[config.mk]
export PLATFORM = sky130hd
export DESIGN_NAME = ita_queue
export DESIGN_NICKNAME = d
export VERILOG_FILES = /design/src/design/ita_pkg.sv /design/src/design/ita_queue.sv
export SDC_FILE = /design/constraint.sdc
export NUM_CORES = 1
export LEC_CHECK = 0
export BUFFER_PORTS_ARGS = -buffer_cell sky130_fd_sc_hd__buf_2
export CAP_MARGIN = 20
export CORE_MARGIN = 4
export CORE_UTILIZATION = 45
export CTS_CLUSTER_DIAMETER = 120
export DETAILED_ROUTE_END_ITERATION = 8
export PLACE_DENSITY = 0.68
export RECOVER_POWER = 25
export SLEW_MARGIN = 40
export SYNTH_ARGS = -nofsm -noshare
export SYNTH_HDL_FRONTEND = slang
export SYNTH_SLANG_ARGS = --single-unit
[constraint.sdc]
create_clock -name clk -period 12.2 [get_ports clk]
set_input_delay 1.22 -clock clk [delete_from_list [all_inputs] [get_ports clk]]
set_output_delay 1.22 -clock clk [all_outputs]
set_load 0.05 [all_outputs]
[src/design/ita_pkg.sv]
// ita_pkg: shared types, constants and the digit-to-ascii function
// for the integer to ascii formatter; depends on nothing
package ita_pkg;

	localparam int TEXT_MAX = 11;
	localparam int IDX_W    = 4;

	localparam logic [2:0] MODE_HEX_LOWER = 3'd0;
	localparam logic [2:0] MODE_HEX_UPPER = 3'd1;
	localparam logic [2:0] MODE_UDEC      = 3'd2;
	localparam logic [2:0] MODE_SDEC      = 3'd3;
	localparam logic [2:0] MODE_CHAR      = 3'd4;

	localparam logic [31:0] RECIP10    = 32'hCCCC_CCCD;
	localparam logic [7:0]  CHAR_ZERO  = 8'h30;
	localparam logic [7:0]  CHAR_MINUS = 8'h2D;
	localparam logic [7:0]  CHAR_LOWER_A = 8'h61;
	localparam logic [7:0]  CHAR_UPPER_A = 8'h41;

	// text of one value, stored least significant character first
	typedef struct packed {
		logic [TEXT_MAX-1:0][7:0] chars;
		logic [IDX_W-1:0]         len;
	} text_t;

	function automatic logic [7:0] digit_char(input logic [3:0] d, input logic upper);
		logic [7:0] base;
		begin
			if (d < 4'd10) begin
				digit_char = CHAR_ZERO + {4'd0, d};
			end else begin
				base = upper ? CHAR_UPPER_A : CHAR_LOWER_A;
				digit_char = base + {4'd0, d} - 8'd10;
			end
		end
	endfunction

endpackage

[src/design/ita_queue.sv]
// ita_queue: short fifo of finished texts between front and back
// depends on ita_pkg
module ita_queue #(
	parameter int DEPTH = 2
) (
	input  logic            clk,
	input  logic            arst_n,
	input  logic            push,
	input  ita_pkg::text_t  push_text,
	output logic            full,
	input  logic            pop,
	output logic            valid,
	output ita_pkg::text_t  head
);

	localparam int PTR_W = (DEPTH > 1) ? $clog2(DEPTH) : 1;
	localparam int CNT_W = $clog2(DEPTH + 1);

	ita_pkg::text_t     mem_q [DEPTH];
	logic [PTR_W-1:0]   wr_q;
	logic [PTR_W-1:0]   rd_q;
	logic [CNT_W-1:0]   count_q;

	assign full  = (count_q == CNT_W'(DEPTH));
	assign valid = (count_q != '0);
	assign head  = mem_q[rd_q];

	always_ff @(posedge clk or negedge arst_n) begin
		if (!arst_n) begin
			wr_q    <= '0;
			rd_q    <= '0;
			count_q <= '0;
		end else begin
			if (push) begin
				wr_q <= (wr_q == PTR_W'(DEPTH - 1)) ? '0 : wr_q + 1'b1;
			end
			if (pop) begin
				rd_q <= (rd_q == PTR_W'(DEPTH - 1)) ? '0 : rd_q + 1'b1;
			end
			if (push && !pop) begin
				count_q <= count_q + 1'b1;
			end else if (pop && !push) begin
				count_q <= count_q - 1'b1;
			end
		end
	end

	always_ff @(posedge clk) begin
		if (push) begin
			mem_q[wr_q] <= push_text;
		end
	end

endmodule

# Word-level counts from Yosys, hierarchy flattened
# Memory sizes are Yosys's and may differ from the RTL's.
# Cells that the tools add are included.
[op_classes] add_sub_neg=4 eq_ne=1 n_reduce_logical=6 n_mux=6
[op_table] op="two-way mux 1 bit" n=4
[op_table] op="two-way mux 2 bit" n=2
[op_table] op="nonzero test 2 bit" n=2
[op_table] op="adder 1 bit (second input constant)" n=2
[op_table] op="adder 2 x 1 -> 2 bit (second input constant)" n=1
[op_table] op="== test 2 bit (second input constant)" n=1
[op_table] op="logical AND 1 bit" n=2
[op_table] op="logical NOT 1 bit" n=2
[op_table] op="subtractor 2 x 1 -> 2 bit (second input constant)" n=1
[word_totals] wordCells=21 n_memories=1 input_bits=96 ram_bits=184 register_bits=4 out_inout_bits=94
[memory_table] name="mem_q" depth=2 width=92 read_ports=1 rd_ports_with_merged_regs=0 write_ports=1 line_no="ita_queue.sv:19" source="ita_pkg::text_t mem_q [DEPTH];"

# Longest topological paths before layout
[depth] ltp_word=4 depth_mapped=5 mapped_depth_nobuf=5

# Least setup slack after synthesis
# No wires, ideal clock.
[synth_timing] kind="input-to-reg" startpoint="input port push" endpoint="memory mem_q[0][0] in the netlist's numbering, enable pin" required_ns=11.646 path_buffers=0 arrival_ns=5.230 setup_slack_ns=6.415 cell_stages=1 setup_time_ns=0.554 cell_sequence="nor2b_1"
[synth_between] elab_chain_cells=2
[synth_lines] item="from (decl)" line_no="ita_queue.sv:8" source="input logic push,"
[synth_lines] item="two-way mux 1 bit" line_no="ita_queue.sv:49" source="if (push) begin"
[synth_lines] item="two-way mux 1 bit (implied by the code)" line_no="ita_queue.sv:50" source="mem_q[wr_q] <= push_text;"
[synth_lines] item="to (decl)" line_no="ita_queue.sv:19"
# No other way between the ends.

==> summary by stage <==
Run status
The flow ran to the end, and the final reports show no timing, DRC or antenna violations.

Clock network
The H-tree was split into 4 levels. No sink is reached through more buffers than the 2 on the longest clock path. The number of sinks handled by clock tree synthesis is around 190. The total CTS buffers is 17.

The count of buffers added by post-CTS timing repair for setup is 0. Clock-pin slew was measured on the worst setup and hold paths at ~0.07 ns. The quantity of hold-fixing buffers added after cts is 0. The buffer type at the clock tree root is clkbuf_16. The TritonCTS clock tree is yes. Clock latency on the worst-skew pair, taken at its later pin, is 0.42 ns.

Gates resized during post-CTS repair numbered 0.

Synthesis
The synthesized area divided by synthesized cell count is 23.5 µm². The number of warnings printed during yosys synthesis is 0. The cell area that synthesis handed to floorplanning was 7110 µm². The total of flip-flops plus latches after synthesis is around 190. The number of instances in the synthesized netlist is 302.

When the netlist entered floorplanning its net count stood at ~400. The share of synthesized area occupied by flip-flops and latches is between 70% and 80%. The number of library cell types mapped by synthesis is 15.

Power
Power comes to 2.51 mW. For this design the static power due to leakage is approximately 3.5 nW. Dividing total power by cell area gives a power density of around 280 nW/µm². The worst-case IR drop observed on VDD is around 0.18 mV.

Job
Across the run, the number of max-cap violations was 0.

Routing
For this block, the via count after detailed routing is about 3400. The count of nets left with antenna violations once routing finished came out at 0. After detailed routing, the average wire length per cell comes to around 17 µm. The final routed wirelength across all metal layers is between 10000 and 15000 µm. The starting DRC count in detailed routing is between 150 and 200. Before antenna repair, the detailed router went through 4 iterations. The detail-routed via count per cell is about 4.7.

The detailed-route DRC error count is 0.

Worst setup path
In this run the worst path has a maximum fanout of 51. The kind of critical path is flip-flop to output port. The nature of the critical path startpoint is a flip-flop.

The worst-case register-to-register setup slack is around 10 ns. The startpoint of the worst register-to-register path is wr_q. STA classifies the critical path endpoint as an output port. At the worst endpoint, the arrival time is ~2.6 ns.

The launching element of the worst setup path is rd_q. For the worst setup path, the data required time is approximately 11 ns.

Place
At the end of routability-driven placement, the weighted congestion stood at just over 0.7. After detailed placement, the total cell area comes to just over 8000 µm². Once detailed placement completed, the half-perimeter wirelength came to roughly 8500 µm.

The setup slack at placement is between 8 and 9 ns. The number of buffer cells added on primary ports is around 190.

Finish
In the layout the commonest cells are edfxtp_1 (184), buf_2 (156), mux2_4 (70), clkbuf_1 (32), mux2_2 (22). For this run, the post-layout net count is 601. Once layout is done, the placed cells without fillers occupy a little under 9000 µm². Relative to the synthesized area, the layout overhead comes to 24.8%. Leaving out fill and tap cells, the most frequent cell in the layout is edfxtp_1. 0 antenna diodes ended up in the layout. The fraction of final layout cells with drive strength greater than 1 is around 56%.

Timing
The number of max-slew violations in the final report was 0. The setup clock skew after layout is about 0.010 ns. The final-report setup violation count is 0. The sum of negative setup slack is 0 ns. Counting I/O delays and the setup requirement, the final critical path takes 3.78 ns. Of the available clock period, the critical path in the final layout requires between 30 and 40%. At the pin with the least slew margin, the transition time is 0.720 ns. Setup repair after global routing left no endpoint under its margin. The post-route worst setup slack is about 8.4 ns. The number of endpoints with negative hold slack in the final report was 0. Based on the critical path, the design can be clocked at up to 264 MHz. The headroom to the max-slew limit is a little over half.

Floorplanning
During I/O placement, the number of pins put on the boundary was between 150 and 200. The effective utilization at floorplan is between 40 and 50%. The die covers 17900 µm². The core outline area is roughly 15000 µm². After floorplanning, the core was divided into 45 placement rows. The die is around 130 µm wide. The die is 134 µm tall.

Worst hold path
The path class of the tightest hold or removal check is flip-flop to flip-flop. The start point of the worst hold path is count_q[1].

GRT
The number of antenna violations at the first check in global routing was 1. The number of global-route vias before repair is 3668. The global route total overflow is 0. The global-route usage over all layers is 14.4%. The largest net degree at the start of global routing is 54.

The wire length of the first global-routing pass is between 15000 and 20000 µm.
==> layer usage <==
layer | global-route usage [%] | up-vias | routed length [µm]
li1 | - | 1601 | -
met1 | 18.4 | 1699 | 5340
met2 | 22.4 | 126 | 6110
met3 | 5.66 | 20 | 1000
met4 | 5.49 | 2 | 189
met5 | 0 | - | 13
==> layout make-up <==
class | instances | area [µm²]
Timing Repair Buffer | 193 | 938
Fill cell | 1210 | 6440
Sequential cell | 188 | 5630
Clock buffer | 17 | 425
Clock inverter | 15 | 218
Multi-Input combinational cell | 103 | 1390
Inverter | 1 | 3.75
Tap cell | 211 | 264
==> synthesized netlist by cell type, drive strengths merged <==
master,count,area share (%)
xnor2,1,0.12
mux2,92,18
dfrtp,4,1.4
and2,1,0.088
ha,1,0.18
buf,10,1.4
xor2,4,0.49
inv,1,0.053
or2,1,0.088
edfxtp,184,78
nor2,1,0.053
nor2b,2,0.18
==> power by group <==
part           leakage, nW  internal [mW]  switching [mW]  total (mW)
logic                 1.39          0.311           0.686       0.998
registers             1.77          0.858          0.0632       0.921
clock network        0.318          0.364           0.229       0.593
==> worst max-delay path, cell delays in order, from the launching register on <==
cell,delay [ns]
dfrtp_4,0.88
buf_6,0.62
mux2_4,0.37
buf_2,0.22
==> state kept, by name, summed over array words and instances, names as in the netlist <==
register and flops:
count_q 2, mem_q 184, wr_q 1, rd_q 1
==> final timing paths <==
path,to,depth (start not counted)
worst max-delay path,head[35],3
worst min-delay path,count_q[1],1
worst max register to register,mem_q[0][50],3
worst min register to register,count_q[1],1
max in group asynchronous,rd_q,1
min in group asynchronous,wr_q,1
==> through the flow <==
step	hold WS, ns	util (%)	std cells
floorplan	0.447	-	302
global placement	0.464	54.0	696
detailed placement	0.471	54.0	696
CTS	0.488	58.2	728
global route	0.513	57.9	728
finish	0.485	57.9	728
==> cells by family after synthesis <==
logic type	after synthesis	share of synthesized area, %
xor+xnor	5	0.616
fa+ha+maj	1	0.176
buf+inv	11	1.41
flops	188	79.1
simple gates	5	0.405
mux	92	18.3
(Power assumes the default switching activity.)
