**src/design/ita_pkg.sv**
```systemverilog
// ita_pkg: shared types, constants and the digit-to-ascii function
// for the integer to ascii formatter; depends on nothing
package ita_pkg;

	localparam int TEXT_MAX = 11;
	localparam int IDX_W    = 4;

	localparam logic [2:0] MODE_HEX_LOWER = 3'd0;
	localparam logic [2:0] MODE_HEX_UPPER = 3'd1;
	localparam logic [2:0] MODE_UDEC      = 3'd2;
	localparam logic [2:0] MODE_SDEC      = 3'd3;
	localparam logic [2:0] MODE_CHAR      = 3'd4;

	localparam logic [31:0] RECIP10    = 32'hCCCC_CCCD;
	localparam logic [7:0]  CHAR_ZERO  = 8'h30;
	localparam logic [7:0]  CHAR_MINUS = 8'h2D;
	localparam logic [7:0]  CHAR_LOWER_A = 8'h61;
	localparam logic [7:0]  CHAR_UPPER_A = 8'h41;

	// text of one value, stored least significant character first
	typedef struct packed {
		logic [TEXT_MAX-1:0][7:0] chars;
		logic [IDX_W-1:0]         len;
	} text_t;

	function automatic logic [7:0] digit_char(input logic [3:0] d, input logic upper);
		logic [7:0] base;
		begin
			if (d < 4'd10) begin
				digit_char = CHAR_ZERO + {4'd0, d};
			end else begin
				base = upper ? CHAR_UPPER_A : CHAR_LOWER_A;
				digit_char = base + {4'd0, d} - 8'd10;
			end
		end
	endfunction

endpackage

```
**src/design/ita_back.sv**
```systemverilog
// ita_back: emits the queued text one character per cycle, most
// significant first; depends on ita_pkg
module ita_back (
	input  logic                       clk,
	input  logic                       arst_n,
	input  logic                       valid,
	input  ita_pkg::text_t             head,
	output logic                       pop,
	output logic                       strobe,
	output logic [7:0]                 character,
	output logic                       last,
	output logic [ita_pkg::IDX_W-1:0]  length
);

	logic                       active_q;
	logic [ita_pkg::IDX_W-1:0]  idx_q;
	logic                       strobe_q;
	logic [7:0]                 character_q;
	logic                       last_q;
	logic [ita_pkg::IDX_W-1:0]  length_q;

	assign pop       = active_q && (idx_q == '0);
	assign strobe    = strobe_q;
	assign character = character_q;
	assign last      = last_q;
	assign length    = length_q;

	always_ff @(posedge clk or negedge arst_n) begin
		if (!arst_n) begin
			active_q    <= 1'b0;
			idx_q       <= '0;
			strobe_q    <= 1'b0;
			character_q <= '0;
			last_q      <= 1'b0;
			length_q    <= '0;
		end else begin
			if (!active_q) begin
				strobe_q <= 1'b0;
				if (valid) begin
					active_q <= 1'b1;
					idx_q    <= head.len - 1'b1;
				end
			end else begin
				strobe_q    <= 1'b1;
				character_q <= head.chars[idx_q];
				last_q      <= (idx_q == '0);
				length_q    <= (idx_q == '0) ? head.len : '0;
				if (idx_q == '0) begin
					active_q <= 1'b0;
				end else begin
					idx_q <= idx_q - 1'b1;
				end
			end
		end
	end

endmodule

```
**config.mk**
```make
export PLATFORM = sky130hd
export DESIGN_NAME = ita_back
export DESIGN_NICKNAME = d
export VERILOG_FILES = /design/src/design/ita_pkg.sv /design/src/design/ita_back.sv
export SDC_FILE = /design/constraint.sdc
export NUM_CORES = 1
export LEC_CHECK = 0
export ABC_AREA = 0
export CORE_MARGIN = 2
export CORE_UTILIZATION = 25
export DETAILED_ROUTE_END_ITERATION = 6
export DONT_BUFFER_PORTS = 1
export HOLD_SLACK_MARGIN = 0.06
export SLEW_MARGIN = 25
export SYNTH_ARGS = -nofsm -noshare
export SYNTH_HDL_FRONTEND = slang
export SYNTH_SLANG_ARGS = --single-unit
```
**constraint.sdc**
```tcl
create_clock -name clk -period 2.5 [get_ports clk]
set_clock_uncertainty 0.2 [all_clocks]
set_input_delay 0.5 -clock clk [delete_from_list [all_inputs] [get_ports clk]]
set_output_delay 0.5 -clock clk [all_outputs]
set_load 0.05 [all_outputs]
```
## After elaboration in Yosys (flattened, before gate mapping)

Cells that the tools add are included.

| word-level totals | value |
|---|---|
| register bits | 19 |
| output and inout port bits | 15 |
| word-level logic and storage cells | 24 |

| operators by class | value |
|---|---|
| reduce and logical (&&, ||, !) cells | 4 |
| equal/unequal tests | 1 |
| magnitude comparators | 1 |
| add/sub/neg operators | 2 |
| multiplexer cells | 10 |

Operators with widths:

| kind | count |
|---|---|
| binary-select mux 8 bit (select 4 bit) | 1 |
| two-way mux 4 bit | 4 |
| two-way mux 8 bit | 1 |
| subtractor 4 x 1 -> 4 bit, second input constant | 2 |
| less-than comparator 4 x 5 -> 1 bit, second input constant | 1 |
| zero test 4 bit | 1 |
| two-way mux 1 bit | 4 |
| != test 2 bit, second input constant | 1 |
| AND reduction 2 bit | 1 |
| nonzero test 2 bit | 1 |
| logical AND 1 bit | 1 |

## Logic depth before layout (Yosys ltp)

| depth | value |
|---|---|
| depth in word-level cells | 3 |
| mapped depth | 7 |
| depth with buffers taken out | 4 |

## Worst setup path after synthesis

No wires, ideal clock.

| path | value |
|---|---|
| kind | register -> register |
| start point | reg idx_q[1] (netlist name) |
| end point | reg idx_q[2] (netlist name) |
| required time | 2177 ps |
| arrival | 1632 ps |
| buffers on the path | 2 |
| library setup time | 123 ps |
| cell stages (with the launch flop) | 7 |
| slack | 545 ps |
| cell sequence | dfrtp_1 buf_6 nor4b_1 and2_1 buf_2 nor2_1 o221a_2 |

| between the ends | value |
|---|---|
| cells in the longest elaborated chain, start to end | 3 |
| elaborated cells on any way between the ends | 6 |
| those cells by class | 1 x add/sub; 1 x eq/ne; 2 x mux; 2 x reduce/logical |

RTL lines:

| element | RTL line | source |
|---|---|---|
| start: declaration | ita_back.sv:16 | `logic [ita_pkg::IDX_W-1:0] idx_q;` |
| start signal: assignment | ita_back.sv:41 | `idx_q <= head.len - 1'b1;` |
| start signal: assignment | ita_back.sv:51 | `idx_q <= idx_q - 1'b1;` |
| subtractor 4 x 1 -> 4 bit / zero test 4 bit (equally long branches) | ita_back.sv:51, ita_back.sv:48 |  |
| two-way mux 4 bit / != test 2 bit (equally long branches) | -- |  |
| two-way mux 4 bit / AND reduction 2 bit (equally long branches) | -- |  |

Parallel ways exist; a longest one is shown, timed or not. The select of a mux whose other input is x is not followed.
A chain may end at the register's enable or synchronous reset.

## Worst setup path after layout

| path | value |
|---|---|
| start point | reg idx_q[1] (netlist name) |
| end point | out pop |

| between the ends | value |
|---|---|
| cells in the longest elaborated chain, start to end | 2 |

RTL lines:

| element | RTL line | source |
|---|---|---|
| zero test 4 bit | ita_back.sv:22 | `assign pop = active_q && (idx_q == '0);` |
| logical AND 1 bit | ita_back.sv:22 |  |
| end: declaration | ita_back.sv:8 | `output logic pop,` |

No other way between the ends.

==> Flow_metrics.wiki <==
{| class="wikitable"
! Metric !! Value
|-
| Count of filler cells inserted in the layout || 601
|-
| Largest net degree at the start of global routing || 28
|-
| Sequential fraction of design power || 0.346
|-
| Worst IR drop on VDD || 0.546 mV
|-
| Drt wl/cell || 21.4 um
|-
| First-pass DRT Iterations || 4
|-
| Arrival time reported for the critical path endpoint || 1.69 ns
|-
| Share of total power in combinational logic || 0.570
|-
| GPL Wtd Cong || 0.803
|-
| CTS Hold Buffers Added || 1
|-
| Distinct cells, synth || 34
|-
| Leakage power of the design || 0.000674 uW
|-
| Proportion of register bits with asynchronous set or reset after synthesis || 1.00
|-
| Data required time at the worst endpoint || 1.80 ns
|-
| Critical-path cell list || buf_4, nor4b_1, and2_1, buf_4
|-
| Floorplan Core Area || 5850 um^2
|-
| Sequential share of the synthesized area || 0.317
|-
| Count of pins on the block boundary || 110
|-
| DRT iter0 DRCs || 67
|-
| Synth Cell Area || 1500 um^2
|-
| Max-slew violation count || 0
|-
| Switching portion of total power || 0.498
|-
| Tightest Hold Check Type || in2reg
|-
| Total congestion overflow after global routing || 0
|-
| Final hold viol count || 0
|-
| Area of the multi-input gates || 938 um^2
|-
| Number of H-tree levels || 1
|-
| Main synth FF type || dfrtp_1
|-
| Vias in the first global route || 1,150
|-
| Routed met1 length || 1.70 mm
|-
| Number of cells produced by synthesis || 132
|-
| Residual DRC || 0
|-
| Outcome || complete, no violations
|-
| Total net switching power || 1270 uW
|-
| CP peak stage delay || 0.42 ns
|-
| PostCTS Resize Cnt || 0
|-
| Syn-to-layout area delta || 10.0%
|-
| Port Buffer Count || 0
|-
| Largest fanout of any net on the critical path || 9
|-
| Number of rows in the core area || 28
|-
| FF/Latch Area || 477 um^2
|-
| Detailed Route WL || 4.47 mm
|-
| Power Internal || 1280 uW
|-
| Total power divided by cell area || 1540 nW/um^2
|-
| Crit path capture type || output port
|-
| Clock group share of total power || 0.084
|-
| CP max-delay cell || dfrtp_2
|-
| Startpoint type of the worst setup path || flip-flop
|-
| Routed met2 length || 2.34 mm
|-
| Number of nets produced by synthesis || 228
|-
| Wire length of the first global-routing pass || 6.18 mm
|-
| Max clock buf depth || 2
|-
| Post-synthesis register bit count || 19
|-
| Global Route Usage Sum || 0.126
|-
| Root buf cell || clkbuf_8
|-
| Die Span X || 81.4 um
|-
| Placed wire-length estimate after detailed placement || 3.69 mm
|-
| Latest clock arrival within the worst-skew pair || 0.25 ns
|-
| Pin slew with the least headroom to its limit || 0.865 ns
|-
| Nets || 231
|-
| Starting Density || 0.256
|-
| Mapped Avg Cell Area || 11.3 um^2
|-
| Max-slew headroom || 0.421
|-
| Clk slew on worst S/H paths || 0.07 ns
|-
| Maximum capacitance violations || 0
|-
| Die outline height || 81.4 um
|-
| Final setup vio count || 0
|-
| Setup tns final || 0 ns
|-
| Met3 WL || 433 um
|-
| Uppermost signal routing layer after detailed routing || met3
|-
| Max Clock Freq || 418 MHz
|-
| Number of flops mapped to enable cells by yosys || 0
|-
| CP dominant cell by count || buf_4
|-
| TritonCTS clock tree || built
|-
| Fraction of layout cells with a size suffix above 1 || 0.157
|-
| Category of the critical setup timing path || reg2out
|-
| Antenna Nets Post-Route || 0
|-
| Setup repair after global routing missed its margin || no
|-
| Number of buffers inserted during clock tree synthesis || 3
|-
| Diodes inserted || 0
|-
| Post-route minimum period || 2.39 ns
|-
| Routed via count divided by cell count || 5.58
|-
| Antenna violations before repair || 0
|-
| Final worst hold slack || 0.176 ns
|-
| Post-CTS setup-driven buffer insertion count || 0
|-
| Die area || 6630 um^2
|-
| TritonCTS sink count || 19
|-
| Share of the clock period used by the worst path after layout || 0.958
|-
| Via count || 1,166
|-
| Total of warnings raised by yosys || 0
|}
layout make-up:
cell class	instances	share of cell area
Multi-Input combinational cell	99	0.569
Sequential cell	19	0.289
Tap cell	75	0.0569
Timing Repair Buffer	9	0.0501
Clock buffer	4	0.0273
Inverter	3	0.00683
metrics by stage:
step | cell area [um^2] | total power (uW) | util | setup WS (ns) | instances
global placement | 1590 | 2340 | 0.272 | 0.490 | 204
finish | 1650 | 2540 | 0.282 | 0.106 | 209
global route | 1650 | 2710 | 0.282 | 0.0514 | 209
detailed placement | 1590 | 2370 | 0.272 | 0.376 | 204
CTS | 1650 | 2590 | 0.282 | 0.108 | 209
floorplan | 1500 | 2030 | - | 0.545 | 132
synth_stat cells, types with 2 or more instances:
cell type  instances  area, um^2
mux2i_1           26         260
dfrtp_1           19         475
o21a_1             9        67.6
a221o_1            8        80.1
a221oi_1           8        70.1
o2bb2ai_1          8        70.1
mux4_2             7         158
nor2_1             6        22.5
a22o_1             4        35.0
buf_2              3        15.0
clkbuf_1           3        11.3
nand2_1            3        11.3
nand2b_1           3        18.8
a21oi_1            2        10.0
buf_1              2        7.51
inv_1              2        7.51
o31ai_1            2        15.0
flip-flops by register name, indices dropped and copies added, names as in the netlist:
register and count:
character 8, idx_q 4, length 4, active_q 1, last 1, strobe 1
power by group through the flow:
stage	clock, uW	combinational (uW)	sequential (uW)
floorplan	0	1190	840
global placement	0	1450	889
detailed placement	0	1480	890
CTS	217	1490	883
global route	232	1580	896
finish	214	1450	879
critical path, delay by kind of cell, from the launching register on:
family | cells | cell delay (ns)
AND/OR/NAND/NOR | 2 | 0.59
flip-flops | 1 | 0.42
buffers and inverters | 2 | 0.42
per-layer routing:
metal	vias up	global-route usage
met1	560	0.146
met3	0	0.0433
met4	0	0.00508
met5	-	0
met2	59	0.234
li1	547	-
final timing paths:
| path | from | endpoint | slack, ns | cells past startpoint |
|---|---|---|---|---|
| worst max-delay path | idx_q[1] | pop | 0.11 | 4 |
| worst min-delay path | head[1] | length[1] | 0.18 | 1 |
| worst max register to register | idx_q[1] | idx_q[2] | 0.37 | 6 |
| worst min register to register | idx_q[3] | idx_q[3] | 0.41 | 2 |
| max in group asynchronous | arst_n | idx_q[1] | 0.91 | 1 |
| min in group asynchronous | arst_n | character[6] | 0.60 | 1 |
logic make-up (layout without fill, tap and decap cells):
kind of cell | Yosys count | in the layout | synth area share
mux | 34 | 34 | 0.297
buf+inv | 14 | 16 | 0.0560
flops | 19 | 19 | 0.317
simple gates | 18 | 18 | 0.0610
fa+ha+maj | 1 | 1 | 0.00835
compound gates | 46 | 46 | 0.261
layout by cell type, fill, tap and decap left out, types with 2 or more instances in the layout:
cell       instances
mux2i_1           26
dfrtp_1           18
o21a_1             9
o2bb2ai_1          8
a221oi_1           8
a221o_1            8
mux4_2             7
buf_4              7
nor2_1             6
a22o_1             4
nand2b_1           3
nand2_1            3
clkbuf_8           3
inv_1              2
o31ai_1            2
a21oi_1            2
(Power assumes the default switching activity.)
